File: src/fks_pkg.sv
// Shared constants, state encoding and controller/datapath structs for the
// greedy fractional knapsack block. No dependencies.
package fks_pkg;

	localparam int MAX_ITEMS = 64;
	localparam int IDX_W     = $clog2(MAX_ITEMS);
	localparam int CNT_W     = $clog2(MAX_ITEMS + 1);

	localparam int VAL_W  = 20;
	localparam int WGT_W  = 20;
	localparam int CAP_W  = 24;
	localparam int TOT_W  = 42;
	localparam int FRAC_W = 16;
	localparam int PROD_W = VAL_W + WGT_W;

	// Partial pick: floor((value * capacity) << 16 / weight).
	localparam int DVD_W      = PROD_W + FRAC_W;
	localparam int QUO_W      = VAL_W + FRAC_W;
	localparam int DIV_CNT_W  = $clog2(DVD_W);

	localparam int PADDR_W = 3;
	localparam int PDATA_W = 32;
	localparam logic [0:0] REG_KNAPSACK_CAPACITY = 1'b0;

	typedef enum logic [3:0] {
		ST_LOAD,
		ST_PICK,
		ST_READ,
		ST_MUL,
		ST_CMP,
		ST_DECIDE,
		ST_DIV_MUL,
		ST_DIV_LOAD,
		ST_DIV_STEP,
		ST_DIV_ADD,
		ST_FINISH
	} fks_state_t;

	typedef struct packed {
		logic accept_en;
		logic pick_init;
		logic mul_en;
		logic cmp_en;
		logic take_whole;
		logic div_mul;
		logic div_load;
		logic div_step;
		logic div_add;
		logic finish;
	} fks_cmd_t;

	typedef struct packed {
		logic last_accepted;
		logic cap_zero;
		logic scan_done;
		logic found;
		logic fits;
		logic div_last;
		logic out_free;
	} fks_status_t;

endpackage

File: src/fks_ctrl.sv
// Controller state machine for the greedy knapsack: sequences loading, the
// per-pick scan, whole or partial takes and result delivery. Uses fks_pkg.
module fks_ctrl import fks_pkg::*; (
	input  logic        clk,
	input  logic        arst_n,
	input  fks_status_t status,
	output fks_cmd_t    cmd
);

	fks_state_t state_q, state_d;

	always_ff @(posedge clk or negedge arst_n) begin
		if (!arst_n) begin
			state_q <= ST_LOAD;
		end else begin
			state_q <= state_d;
		end
	end

	always_comb begin
		state_d = state_q;
		unique case (state_q)
			ST_LOAD: begin
				if (status.last_accepted) state_d = ST_PICK;
			end
			ST_PICK: begin
				state_d = status.cap_zero ? ST_FINISH : ST_READ;
			end
			ST_READ: begin
				state_d = status.scan_done ? ST_DECIDE : ST_MUL;
			end
			ST_MUL: state_d = ST_CMP;
			ST_CMP: state_d = ST_READ;
			ST_DECIDE: begin
				if (!status.found) begin
					state_d = ST_FINISH;
				end else if (status.fits) begin
					state_d = ST_PICK;
				end else begin
					state_d = ST_DIV_MUL;
				end
			end
			ST_DIV_MUL:  state_d = ST_DIV_LOAD;
			ST_DIV_LOAD: state_d = ST_DIV_STEP;
			ST_DIV_STEP: begin
				if (status.div_last) state_d = ST_DIV_ADD;
			end
			ST_DIV_ADD: state_d = ST_FINISH;
			ST_FINISH: begin
				if (status.out_free) state_d = ST_LOAD;
			end
			default: state_d = ST_LOAD;
		endcase
	end

	always_comb begin
		cmd = '0;
		unique case (state_q)
			ST_LOAD:     cmd.accept_en = 1'b1;
			ST_PICK:     cmd.pick_init = 1'b1;
			ST_READ:     ;
			ST_MUL:      cmd.mul_en = 1'b1;
			ST_CMP:      cmd.cmp_en = 1'b1;
			ST_DECIDE:   cmd.take_whole = status.found && status.fits;
			ST_DIV_MUL:  cmd.div_mul = 1'b1;
			ST_DIV_LOAD: cmd.div_load = 1'b1;
			ST_DIV_STEP: cmd.div_step = 1'b1;
			ST_DIV_ADD:  cmd.div_add = 1'b1;
			ST_FINISH:   cmd.finish = status.out_free;
			default:     ;
		endcase
	end

endmodule

File: config.mk
export PLATFORM = sky130hd
export DESIGN_NAME = fks_ctrl
export DESIGN_NICKNAME = d
export VERILOG_FILES = /design/src/fks_pkg.sv /design/src/fks_ctrl.sv
export SDC_FILE = /design/constraint.sdc
export NUM_CORES = 1
export LEC_CHECK = 0
export BUFFER_PORTS_ARGS = -buffer_cell sky130_fd_sc_hd__buf_2
export CORE_AREA = 2 2 39 41
export CTS_CLUSTER_SIZE = 30
export DETAILED_ROUTE_END_ITERATION = 12
export DIE_AREA = 0 0 41 43
export HOLD_SLACK_MARGIN = 0.15
export PLACE_DENSITY_LB_ADDON = 0.1
export SLEW_MARGIN = 40
export SYNTH_ARGS = -nofsm -noshare
export SYNTH_HDL_FRONTEND = slang
export SYNTH_SLANG_ARGS = --single-unit
File: constraint.sdc
create_clock -name clk -period 1.6 [get_ports clk]
set_clock_uncertainty 0.05 [all_clocks]
set_input_delay 0.16 -clock clk [delete_from_list [all_inputs] [get_ports clk]]
set_output_delay 0.16 -clock clk [all_outputs]
set_load 0.01 [all_outputs]
==> out/metrics.yaml <==
status: "finished, final reports clean"
synth_top_area_share_pct: 26.14
root_buffer: "clkbuf_4"
clkPwrFrac_pct: 12.8
core-area_mm2: 0.001384
syn-cell-area_um2: 382.9
layout-drive-gt1-share_pct: 53.13
max-slew-margin-rel_pct: 82.15
min_period_over_period_pct: 95.32
synth_cell_type_count: 28
port_buffers: 18
use_met2_pct: 16.88
wl_per_cell_um: 11.91
synth_seq_cells: 4
num_rows: 14
start_util_pct: 27.67
die_x_um: 41
ys_seq_area_share_pct: 26.14
min_period_ps: 1525
ff_latch_area_um2: 102.6
drt_wl_total_um: 953
viasPerCell: 4.913
worstSetupStartpointType: "flop"
synth_commonest_cells: "nor3_1, dfrtp_1"
cp.arrival_ps: 1320
path_class: "reg2out"
cts_max_level: 1
cp_max_fo: 7
hold_path.class: "in2reg"
synth_edf_count: 0
yosys.area.top_type: "dfrtp_1"
use_met1_pct: 18.30
netlist_top_cells_area: "dfrtp_1, nor3_1, buf_6, a2111oi_2, clkbuf_8"
fin_ws_ps: 74.89
top_regs: "state_q: 4 flops"
crit_required_ps: 1390
antenna_found_initial: 0
fillers: 156
hold_viol: 0
io_pins: 19
ys.flop_type: "dfrtp_1"
fmaxAchievable_mhz: 655.7
p_int_mw: 0.5146
num_vias: 393
critPathCaptureType: "output port"
ir_drop_v: 0.0004556
grtUsageTotal_pct: 12.31
area_delta_synth_final_pct: 35.95
clk_latency_ps: 230
die_y_um: 43
regMostFlops: "state_q"
firstDrtPassIters: 3
largest_reg_flops: 4
grt_pass1_wl_mm: 1.518
power_frac_seq_pct: 28.8
tightestPinTransition_ps: 267.2
p_sw_share_pct: 46.03
place.gp.congestion: 0.7510
setup_viol: 0
syn_area_per_cell_um2: 8.904
ant_nets: 0
multi_input_area_um2: 249.0
switching_power_mw: 0.4389
place_ws_ps: 272.2
slew_viol_final: 0
numCtsBuffers: 3
clkTransAtPathRegs_ps: 30
clkSinkCount: 4
grt_pass1_vias: 341
postCtsSetupBuffers: 0
p_comb_share_pct: 58.4
grt_overflow_total: 0
finalInstanceArea_um2: 520.5
cts_tree: "built"
rsz0062_at_grt: "true"
dieArea_mm2: 0.001763
drc: 0
synth_nets: 52
power_density_mw_per_mm2: 1832
nNetsFinal: 75
dpl.hpwl_um: 705.4
met3_usage_pct: 3.141
grt.busiest_layer: "met1"
p_leak_nw: 0.2407
drt_iter0_markers: 5
maxCapViolCount: 0
synth.yosys.warnings: 0
insertedDiodeCount: 0
clockBufferDepth: 2
async_reset_ff_share_pct: 100.0
grt_max_degree: 15
placed_area_um2: 471.7
synthMostInstantiatedCell: "nor3_1"
postSynthCellCount: 43
==> layer usage <==
layer	vias to the layer above	share of wire, %
met2	8	46
li1	206	-
met5	-	0
met4	0	0
met3	0	3.8
met1	179	50
==> worst paths after layout <==
kind / from / endpoint / slack [ps] / cells past startpoint
setup / recovery: state_q[2]$_DFFE_PN0P_ / cmd[5] / 70 / 3
max in group asynchronous: arst_n / state_q[0]$_DFFE_PN0P_ / 1160 / 2
hold reg to reg: state_q[3]$_DFFE_PN0P_ / state_q[0]$_DFFE_PN0P_ / 530 / 1
hold / removal: status[2] / state_q[2]$_DFFE_PN0P_ / 180 / 3
setup reg to reg: state_q[2]$_DFFE_PN0P_ / state_q[3]$_DFFE_PN0P_ / 360 / 3
min in group asynchronous: arst_n / state_q[3]$_DFFE_PN0P_ / 210 / 2
==> layout make-up <==
class	instances	area share, %
multi-input cells	34	47.84
repair buffers	22	23.56
flip-flops and latches	4	19.71
clock buffers	3	4.327
well taps	16	3.846
inverters	1	0.7212
==> through the flow <==
stage / cells / total power [mW] / setup TNS, ps / hold slack [ps] / utilization, %
after detailed placement: 76 / 0.7939 / 0 / -79.94 / 34.09
after global routing: 80 / 1.042 / -6.501 / 203.5 / 37.61
final: 80 / 0.9535 / 0 / 182.6 / 37.61
after CTS: 80 / 0.9261 / 0 / 171.7 / 36.44
after floorplan: 43 / 0.6828 / 0 / -185.6 / -
after global placement: 76 / 0.8146 / 0 / -81.71 / 34.09
==> critical path, cell delays in order, from the launching register on <==
cell	delay, ps
dfrtp_1	440
or2b_4	340
nor3b_2	170
buf_2	140
==> power groups by stage <==
| stage | clock network, mW | registers, mW | logic (mW) |
|---|---|---|---|
| after global routing | 0.139 | 0.291 | 0.613 |
| after floorplan | 0 | 0.181 | 0.502 |
| after global placement | 0 | 0.265 | 0.550 |
| after CTS | 0.129 | 0.258 | 0.539 |
| final | 0.122 | 0.275 | 0.556 |
| after detailed placement | 0 | 0.258 | 0.536 |
==> repair_timing <==
| action | 4_1_cts | 5_1_grt |
|---|---|---|
| hold buffers | 1 | 0 |
| endpoints found under the setup margin | 0 | 4 |
| resized for setup | 0 | 5 |
| hold endpoints to repair | 4 | 0 |
==> cell families after synthesis <==
logic type,after synthesis,share of synthesized area [%]
buf+inv,5,12.42
mux,1,2.614
flops,4,26.14
compound gates,12,23.86
simple gates,21,34.97
==> cells in the final DEF, fill, tap and decap left out <==
| master | count |
|---|---|
| a21oi_2 | 1 |
| nand2b_4 | 1 |
| nor4_1 | 1 |
| nor3_1 | 6 |
| o32ai_1 | 1 |
| a2111oi_2 | 1 |
| inv_1 | 1 |
| or2_1 | 1 |
| dfrtp_1 | 2 |
| a21oi_1 | 2 |
| clkbuf_4 | 3 |
| nor2_1 | 2 |
| o21ai_0 | 2 |
| nand2_1 | 2 |
| buf_2 | 18 |
| or2b_4 | 1 |
| a22o_1 | 1 |
| nor3b_2 | 1 |
| and2_2 | 1 |
| nor2b_1 | 2 |
| mux2i_1 | 1 |
| a211o_1 | 1 |
| nand4b_1 | 1 |
| buf_4 | 3 |
| o221ai_1 | 1 |
| a31oi_1 | 2 |
| dfrtp_2 | 2 |
| nor4b_2 | 1 |
| nor2b_2 | 1 |
| dlygate4sd3_1 | 1 |
Note: power is estimated with default switching activity, not from simulation.
